## src/rtl/core/page_frame_free_list_allocator_unit_macros.svh

```systemverilog
// Assertion macros of the page frame allocator RTL.
// Included by pffa_ctrl, which checks its own logic; no other dependencies.
`ifndef PAGE_FRAME_FREE_LIST_ALLOCATOR_UNIT_MACROS_SVH
`define PAGE_FRAME_FREE_LIST_ALLOCATOR_UNIT_MACROS_SVH

`ifndef ASSERT_OFF

// Condition holds at every clock edge outside reset.
`define PFFA_ASSERT_ALWAYS(label, clk, rst, cond, msg) \
   label: assert property (@(posedge clk) disable iff (rst) (cond)) else $error(msg);

// Antecedent implies consequent in the same cycle.
`define PFFA_ASSERT_IMPLY(label, clk, rst, ante, cons, msg) \
   label: assert property (@(posedge clk) disable iff (rst) (ante) |-> (cons)) else $error(msg);

// Antecedent implies consequent in the next cycle.
`define PFFA_ASSERT_NEXT(label, clk, rst, ante, cons, msg) \
   label: assert property (@(posedge clk) disable iff (rst) (ante) |=> (cons)) else $error(msg);

`else

`define PFFA_ASSERT_ALWAYS(label, clk, rst, cond, msg)
`define PFFA_ASSERT_IMPLY(label, clk, rst, ante, cons, msg)
`define PFFA_ASSERT_NEXT(label, clk, rst, ante, cons, msg)

`endif

`endif

```

## src/rtl/core/pffa_pkg.sv

```systemverilog
// Shared types, codes and constants of the page frame allocator.
// No dependencies; used by all files but pffa_ram and the macros.
package pffa_pkg;

   localparam int NUM_FRAMES_DEFAULT = 4096;

   localparam int BASE_W     = 28;
   localparam int COUNT_W    = 13;
   localparam int TYPE_W     = 2;
   localparam int STATUS_W   = 2;
   localparam int CSR_ADDR_W = 3;
   localparam int CSR_DATA_W = 32;

   localparam logic [COUNT_W-1:0] FRAME_COUNT_RESET = 13'd4096;

   // Register index, taken from byte address bit 2.
   localparam logic REG_BASE_FRAME  = 1'b0;
   localparam logic REG_FRAME_COUNT = 1'b1;

   typedef enum logic [TYPE_W-1:0] {
      REQ_INIT  = 2'd0,
      REQ_ALLOC = 2'd1,
      REQ_RUN   = 2'd2,
      REQ_FREE  = 2'd3
   } req_code_type;

   typedef enum logic [STATUS_W-1:0] {
      STATUS_OK    = 2'd0,
      STATUS_EMPTY = 2'd1,
      STATUS_BAD   = 2'd2
   } status_type;

   typedef enum logic [2:0] {
      ST_IDLE,
      ST_INIT,
      ST_FREE,
      ST_POP,
      ST_WALK,
      ST_UNLINK,
      ST_RESULT
   } state_type;

   typedef struct packed {
      logic [BASE_W-1:0]  base_frame;
      logic [COUNT_W-1:0] frame_count;
   } cfg_type;

endpackage

```

## src/rtl/core/pffa_csr.sv

```systemverilog
// Configuration registers of the page frame allocator behind an APB-style port.
// Depends on pffa_pkg for widths, register indexes and the config struct.
module pffa_csr (
   input  logic                                clock,
   input  logic                                reset,
   input  logic                                csr_psel,
   input  logic                                csr_penable,
   input  logic                                csr_pwrite,
   input  logic [pffa_pkg::CSR_ADDR_W-1:0]     csr_paddr,
   input  logic [pffa_pkg::CSR_DATA_W-1:0]     csr_pwdata,
   output logic [pffa_pkg::CSR_DATA_W-1:0]     csr_prdata,
   output logic                                csr_pready,
   output pffa_pkg::cfg_type                   cfg
);

   logic [pffa_pkg::BASE_W-1:0]  base_ff, base_in;
   logic [pffa_pkg::COUNT_W-1:0] count_ff, count_in;
   logic                         wr_fire;
   logic                         reg_index;

   assign csr_pready = 1'b1;
   assign wr_fire    = csr_psel && csr_penable && csr_pwrite && csr_pready;
   assign reg_index  = csr_paddr[2];

   always_comb begin
      base_in  = base_ff;
      count_in = count_ff;
      if (wr_fire) begin
         if (reg_index == pffa_pkg::REG_BASE_FRAME) begin
            base_in = csr_pwdata[pffa_pkg::BASE_W-1:0];
         end else begin
            count_in = csr_pwdata[pffa_pkg::COUNT_W-1:0];
         end
      end
   end

   always_ff @(posedge clock) begin
      if (reset) begin
         base_ff  <= '0;
         count_ff <= pffa_pkg::FRAME_COUNT_RESET;
      end else begin
         base_ff  <= base_in;
         count_ff <= count_in;
      end
   end

   always_comb begin
      if (reg_index == pffa_pkg::REG_BASE_FRAME) begin
         csr_prdata = pffa_pkg::CSR_DATA_W'(base_ff);
      end else begin
         csr_prdata = pffa_pkg::CSR_DATA_W'(count_ff);
      end
   end

   assign cfg.base_frame  = base_ff;
   assign cfg.frame_count = count_ff;

endmodule

```

## config.mk

```make
export PLATFORM = sky130hd
export DESIGN_NAME = pffa_csr
export DESIGN_NICKNAME = d
export VERILOG_FILES = /design/src/rtl/core/page_frame_free_list_allocator_unit_macros.svh /design/src/rtl/core/pffa_pkg.sv /design/src/rtl/core/pffa_csr.sv
export SDC_FILE = /design/constraint.sdc
export NUM_CORES = 1
export LEC_CHECK = 0
export ABC_AREA = 1
export BUFFER_PORTS_ARGS = -buffer_cell sky130_fd_sc_hd__buf_2
export CAP_MARGIN = 20
export CORE_MARGIN = 3
export CORE_UTILIZATION = 48
export CTS_CLUSTER_DIAMETER = 120
export CTS_CLUSTER_SIZE = 40
export DETAILED_ROUTE_END_ITERATION = 12
export PLACE_DENSITY = 0.91
export SETUP_SLACK_MARGIN = 0.02
export SYNTH_ARGS = -nofsm -noshare
export SYNTH_HDL_FRONTEND = slang
export SYNTH_SLANG_ARGS = --single-unit
export TNS_END_PERCENT = 5
```

## constraint.sdc

```tcl
create_clock -name clock -period 4.4 [get_ports clock]
set_clock_uncertainty 0.05 [all_clocks]
set_input_delay 1.32 -clock clock [delete_from_list [all_inputs] [get_ports clock]]
set_output_delay 1.32 -clock clock [all_outputs]
set_load 0.01 [all_outputs]
```

==> results of run 1 <==
power breakdown:
part	switching [uW]	internal [uW]	total (uW)	leakage, uW
combinational	74.4	47.6	122	0.00116
clock	123	185	308	0.0000585
sequential	8.97	384	393	0.000333
total	206	616	823	0.00155
state kept, by name, summed over array words and instances (netlist names):
register	count
base_ff	28
count_ff	13
critical path: stages:
cell     delay, ns
buf_2         0.18
inv_2         0.46
nand2_1       0.12
nand2_1       0.09
buf_2         0.12
kinds of logic after synthesis:
logic type | count (synthesis) | synth area share (%)
simple gates | 221 | 43.97
other cells | 2 | 0.3566
flops | 41 | 38.98
compound gates | 1 | 0.2374
buf+inv | 71 | 16.46
per-layer routing:
metal | part of all wire, % | GRT usage (%) | vias to the layer above
li1 | - | - | 1158
met1 | 40 | 21.29 | 952
met2 | 52 | 36.50 | 70
met3 | 6.5 | 4.432 | 5
met4 | 1.2 | 6.472 | 0
met5 | 0 | 0 | -
through the flow:
step	util [%]	hold slack, ns	setup WS, ns
finish	65.00	0.4450	0.7272
global route	65.00	0.4706	0.5557
CTS	65.00	0.4484	0.6910
detailed placement	62.18	0.4372	0.6890
global placement	61.51	0.4326	0.7468
floorplan	-	0.4613	1.112
area by class of cell:
class	count	area, um2
multi-input cells	227	949.7
clock buffers	7	86.33
inverters	46	172.7
fillers	376	1440
clock inverters	1	30.03
repair buffers	105	553.0
flip-flops and latches	41	820.8
well taps	50	62.56
worst paths after layout:
path | endpoint | slack, ns
worst max-delay path | csr_prdata[0] | 0.73
worst min-delay path | base_ff[24]$_SDFFE_PP0P_ | 0.44
worst max register to register | count_ff[12]$_SDFFE_PP1P_ | 3.73
worst min register to register | base_ff[24]$_SDFFE_PP0P_ | 0.44
cells in the final DEF, fill, tap and decap left out:
cell	n
buf_4	2
clkbuf_1	1
conb_1	5
nand3_1	41
bufinv_16	1
inv_2	1
nand3_4	1
clkbuf_8	6
buf_16	1
o21ai_0	1
nor2_8	1
nand2_1	81
inv_1	45
dfxtp_1	41
nor2_4	2
nor2_1	95
buf_2	102
==> summary.md, run 1 <==
| Metric | Value |
|---|---|
| Mapped Area | `2106 um2` |
| Clock sinks | `41` |
| Count leader, synth | `nor2_1` |
| Vias in the first global route | `1,910` |
| Status | `complete, no violations` |
| Routed WL per cell | `between 10 and 15 um` |
| Port-buffer cells | `102` |
| # placed instances | `about 470` |
| Min-Delay Path Depth | `2` |
| Primary FF master, synth | `dfxtp_1` |
| Pwr dens | `307.6 nW/um2` |
| DR pass1 iterations | `4` |
| Antenna viol nets, final | `0` |
| Root Buffer | `clkbuf_8` |
| GRT Total Usage | `19.45%` |
| Via count | `around 2,200` |
| Die W | `72.24 um` |
| Hold_buf cts | `0` |
| Setup crit end kind | `output port` |
| Largest area contributor in the netlist | `dfxtp_1` |
| Finished Layout Cells | `477` |
| Asr flop ratio synth | `0%` |
| Slew Limit Fails | `0` |
| Worst-path clk slew | `0.07 ns` |
| Leak | `0.001547 uW` |
| Fin nets | `466` |
| Crit path DAT | `2.30 ns` |
| Top Ports | `114` |
| Setup CP Type | `in -> out` |
| Post-synth EDFFs | `0` |
| Final count of negative-setup-slack endpoints | `0` |
| Post-synth top cells | `nor2_1, nand2_1, inv_1` |
| Post_cts resized | `0` |
| Num rows | `23` |
| Final min period | `approximately 3.7 ns` |
| Launch point of the worst path | `csr_paddr[2]` |
| Critical path fanouts, max | `33` |
| CTS tree | `yes` |
| Worst Hold Class | `reg -> reg` |
| Hold Violations, Final | `0` |
| Antenna cells | `0` |
| Die area | `5218 um2` |
| HPWL Detailed | `roughly 3700 um` |
| Routed WL | `5067 um` |
| Max_slew headroom | `44.50%` |
| Unique masters post-synth | `16` |
| Worst-case clock buffer depth | `2` |
| Sequential element share of the synthesized area | `38.98%` |
| Post-route setup TNS | `0 ns` |
| Max H-tree Level | `2` |
| Worst Setup Start Kind | `input pin` |
| Initial Util | `51.17%` |
| DP Area | `2559 um2` |
| Core Area | `4115 um2` |
| Layout cells sized above 1 | `27.40%` |
| Syn avg cell area | `6.267 um2` |
| R2R Path Start | `count_ff[12]$_SDFFE_PP1P_` |
| Residual DRC count | `0` |
| Post-synth top area share | `38.98%` |
| Reg2reg path depth | `2` |
| Largest net degree at the start of global routing | `41` |
| Post-CTS setup repair buffer count | `0` |
| Total power | `between 800 and 900 uW` |
| GPL Wtd Cong | `0.7833` |
| Global-route wire length before repair | `8162 um` |
| Area delta synth->final | `27.04%` |
| Maxcap violations | `0` |
| Clk Latency, worst-skew pair | `~0.29 ns` |
| Peak supply drop | `218.5 uV` |
| GR Overflow Total | `0` |
| Tcrit/Tclk final | `83.47%` |
| Hold path start | `base_ff[24]$_SDFFE_PP0P_` |
| Initial antenna violation count | `0` |
| Unrepaired setup endpoints after global routing | `no` |
| Die Height | `between 70 and 80 um` |
| Synth top area cells | `dfxtp_1, nor2_1, nand2_1` |
| DR vias/cell | `around 4.6` |
| FF+latch count, synth | `41` |
| Detailed Route Iter0 Violations | `130` |
| Maximum clock rate | `0.2723 GHz` |
| Num CTS Buffers | `5` |
| Data required, critical path | `roughly 3.0 ns` |
| Yosys Warn Count | `0` |
| Tightest Pin Transition | `0.8305 ns` |
| Post-Syn Instances | `336` |
| Final instance area | `2675 um2` |
(Power assumes the default switching activity.)
==> run 2, diff against run 1 <==
--- a/config.mk
+++ b/config.mk
@@ -5,15 +5,15 @@
 export SDC_FILE = /design/constraint.sdc
 export NUM_CORES = 1
 export LEC_CHECK = 0
-export ABC_AREA = 1
+export ABC_AREA = 0
 export BUFFER_PORTS_ARGS = -buffer_cell sky130_fd_sc_hd__buf_2
 export CAP_MARGIN = 20
 export CORE_MARGIN = 3
-export CORE_UTILIZATION = 48
+export CORE_UTILIZATION = 40
 export CTS_CLUSTER_DIAMETER = 120
 export CTS_CLUSTER_SIZE = 40
 export DETAILED_ROUTE_END_ITERATION = 12
-export PLACE_DENSITY = 0.91
+export PLACE_DENSITY = 0.82
 export SETUP_SLACK_MARGIN = 0.02
 export SYNTH_ARGS = -nofsm -noshare
 export SYNTH_HDL_FRONTEND = slang
==> constraint.sdc (replaced) <==
create_clock -name clock -period 3.1 [get_ports clock]
set_clock_uncertainty 0.05 [all_clocks]
set_input_delay 0.93 -clock clock [delete_from_list [all_inputs] [get_ports clock]]
set_output_delay 0.93 -clock clock [all_outputs]
set_load 0.01 [all_outputs]
==> run 2 against run 1 <==
First-iteration DRC count shrank 72%. Setup slack lost 0.32 ns. Design area grew 0.33%. Sequential power grew 39%. Highest routed layer unchanged. Critical endpoint is now csr_prdata[11]. Largest cell class unchanged. Die area grew 15%. Clock power grew 21%. Sequential share of layout area shrank 0.10 points. Combinational power is essentially flat. Routed wire length shrank 16%.
==> summary.md, run 2 <==
| Metric | Value |
|---|---|
| RR Endpoint | `count_ff[12]$_SDFFE_PP1P_` |
| Post-synth top cells | `nand2b_1, dfxtp_1, mux2i_1` |
| Unrepaired setup endpoints after global routing | `no` |
| Total power | `1043 uW (+27%)` |
| Root Buffer | `clkbuf_8` |
| GRT Total Usage | `13.97% (-5.5 points)` |
| # fillers | `431 (+15%)` |
| Die W | `77.54 um (+7.3%)` |
| Synth top area cells | `dfxtp_1, nand2b_1, mux2i_1` |
| Die Height | `77.54 um (+7.3%)` |
| DR pass1 iterations | `4 (unchanged)` |
| Largest register FFs | `28 (unchanged)` |
| Tightest Pin Transition | `0.8241 ns (-0.006370 ns)` |
| Layout cells sized above 1 | `42.33% (+15 points)` |
| Clk Latency, worst-skew pair | `0.28 ns (about the same)` |
| Most frequent cells in the layout | `buf_2, nand2b_1, mux2i_1, dfxtp_1, nor2b_1` |
| Hold_buf cts | `0 (unchanged)` |
| Area delta synth->final | `31.11%` |
| Max_slew headroom | `45.06% (+0.56 points)` |
| Registers with the most flip-flops | `base_ff: 28 flops, count_ff: 13 flops` |
| Via count | `1,653 (-24%)` |
| Residual DRC count | `0 (unchanged)` |
| Worst-path clk slew | `0.07 ns (about the same)` |
| Final min period | `2.695 ns` |
| Post-synth EDFFs | `0 (unchanged)` |
| Maximum clock rate | `between 0.3 and 0.4 GHz` |
| Yosys Warn Count | `0 (unchanged)` |
| Launch point of the worst path | `csr_paddr[2]` |
| Pwr dens | `388.7 nW/um2 (+26%)` |
| GPL Wtd Cong | `0.6835 (-13%)` |
| Critical path fanouts, max | `30 (-9.1%)` |
| Sequential element share of the synthesized area | `40.10% (+1.1 points)` |
| Max H-tree Level | `2 (unchanged)` |
| Fin nets | `339 (-27%)` |
| Antenna cells | `0 (unchanged)` |
| Largest area contributor in the netlist | `dfxtp_1` |
| Detailed Route Iter0 Violations | `37 (-72%)` |
| Min-Delay Path Depth | `2 (unchanged)` |
| Post-route setup TNS | `0 ns (unchanged)` |
| Clock sinks | `41 (unchanged)` |
| Post-CTS setup repair buffer count | `0 (unchanged)` |
| Peak supply drop | `190.0 uV (-13%)` |
| Antenna viol nets, final | `0 (unchanged)` |
| Post_cts resized | `0 (unchanged)` |
| Data required, critical path | `2.12 ns (-0.91 ns)` |
| Maxcap violations | `0 (unchanged)` |
| Hold path start | `base_ff[2]$_SDFFE_PP0P_` |
| Routed WL per cell | `11.54 um (+8.6%)` |
| Asr flop ratio synth | `0% (unchanged)` |
| Setup CP Type | `in -> out` |
| Hold Violations, Final | `0 (unchanged)` |
| Num CTS Buffers | `5 (unchanged)` |
| Tcrit/Tclk final | `86.93%` |
| Syn avg cell area | `10.08 um2 (+61%)` |
| Die area | `6012 um2 (+15%)` |
| Port-buffer cells | `102 (unchanged)` |
| Top Ports | `114 (unchanged)` |
| Final count of negative-setup-slack endpoints | `0 (unchanged)` |
| HPWL Detailed | `3032 um (-17%)` |
| Num rows | `25 (+8.7%)` |
| Register with the most flip-flops | `base_ff` |
| CTS tree | `yes` |
| Most frequent CP cell | `buf_2` |
| Vias in the first global route | `1,550 (-19%)` |
| Global-route wire length before repair | `6913 um (-15%)` |
| FF+latch count, synth | `41 (unchanged)` |
| Leak | `0.001352 uW (-13%)` |
| Status | `complete, no violations` |
| Max incr delay on CP | `0.35 ns (-0.11 ns)` |
| Worst Setup Start Kind | `input pin` |
| Hold path endpoint | `base_ff[2]$_SDFFE_PP0P_` |
| Primary FF master, synth | `dfxtp_1` |
| Unique masters post-synth | `13 (-3)` |
| Core Area | `4848 um2 (+18%)` |
| Post-synth top area share | `40.10% (+1.1 points)` |
| Critical path buffer and inverter count | `3 (unchanged)` |
| Post-Syn Instances | `203 (-40%)` |
| DR vias/cell | `4.504 (-1.7%)` |
| Most common cell after layout, fill and taps aside | `buf_2` |
| Initial antenna violation count | `0 (unchanged)` |
| R2R Path Start | `count_ff[12]$_SDFFE_PP1P_` |
| Flop2flop setup slack | `2.40 ns (-1.33 ns)` |
| Count leader, synth | `nand2b_1` |
| Crit path DAT | `1.71 ns (-0.59 ns)` |
| Initial Util | `42.22% (-9.0 points)` |
| Slew Limit Fails | `0 (unchanged)` |
| Routed WL | `4234 um (-16%)` |
| Cells along the critical path | `buf_2 -> buf_12 -> mux2_2 -> buf_2` |
| Worst-case clock buffer depth | `2 (unchanged)` |
| Critical Path Slowest Stage Cell | `mux2_2` |
| Mapped Area | `2047 um2 (-2.8%)` |
| Worst Hold Class | `reg -> reg` |
| Largest net degree at the start of global routing | `71 (+73%)` |
| Reg2reg path depth | `2 (unchanged)` |
| Critical path's top delay family | `buffers and inverters` |
| GR Overflow Total | `0 (unchanged)` |
| Setup crit end kind | `output port` |
## run 2: worst min-delay path, cell delays in order (launching register included)
cell and delay, ns:
dfxtp_1 0.33, nand2b_1 0.06, mux2i_1 0.05
## run 2: metrics by stage
| stage | setup slack, ns | utilization [%] | hold WS [ns] | instance area [um2] | cells |
|---|---|---|---|---|---|
| 6_report | 0.4051 | 55.35 | 0.4367 | 2684 | 367 |
| 5_1_grt | 0.3704 | 55.35 | 0.4539 | 2684 | 367 |
| 4_1_cts | 0.3976 | 55.35 | 0.4396 | 2684 | 367 |
| 3_5_place_dp | 0.3935 | 53.26 | 0.4258 | 2582 | 359 |
| 3_3_place_gp | 0.4216 | 53.26 | 0.4167 | 2582 | 359 |
| 2_1_floorplan | 0.4670 | - | 0.4502 | 2058 | 206 |
## run 2: where the power goes
part           switching, uW  internal, uW
clock                    171           201
sequential              8.05           538
combinational           59.1          66.0
total                    238           805
## run 2: logic make-up (layout without fill, tap and decap cells)
logic type             after synthesis  count (layout)  synth area share, %
flip-flops                          41              41                40.10
AND/OR/NAND/NOR                     87              87                26.53
buffers and inverters               19             113                5.807
multiplexers                        54              54                27.20
other                                2               5               0.3669
## run 2: worst max-delay path by stage
| stage | to | depth (start not counted) |
|---|---|---|
| after floorplan | csr_prdata[10] | 3 |
| after global placement | csr_prdata[12] | 4 |
| after detailed placement | csr_prdata[11] | 4 |
| after CTS | csr_prdata[11] | 4 |
| after global routing | csr_prdata[12] | 4 |
| final | csr_prdata[11] | 4 |
## run 2: cell type report
class                   count  area, um2  area share, %
clock buffers               7      96.34          3.590
clock inverters             1      5.005         0.1865
multi-input cells         146       1120          41.72
flip-flops and latches     41      820.8          30.58
well taps                  67      83.83          3.124
repair buffers            105      558.0          20.79
## run 2: per-layer routing
layer | global-route usage [%] | wire, um
met5 | 0 | 0
met4 | 3.737 | 19
met3 | 4.408 | 353
met2 | 24.70 | 1948
met1 | 16.22 | 1914
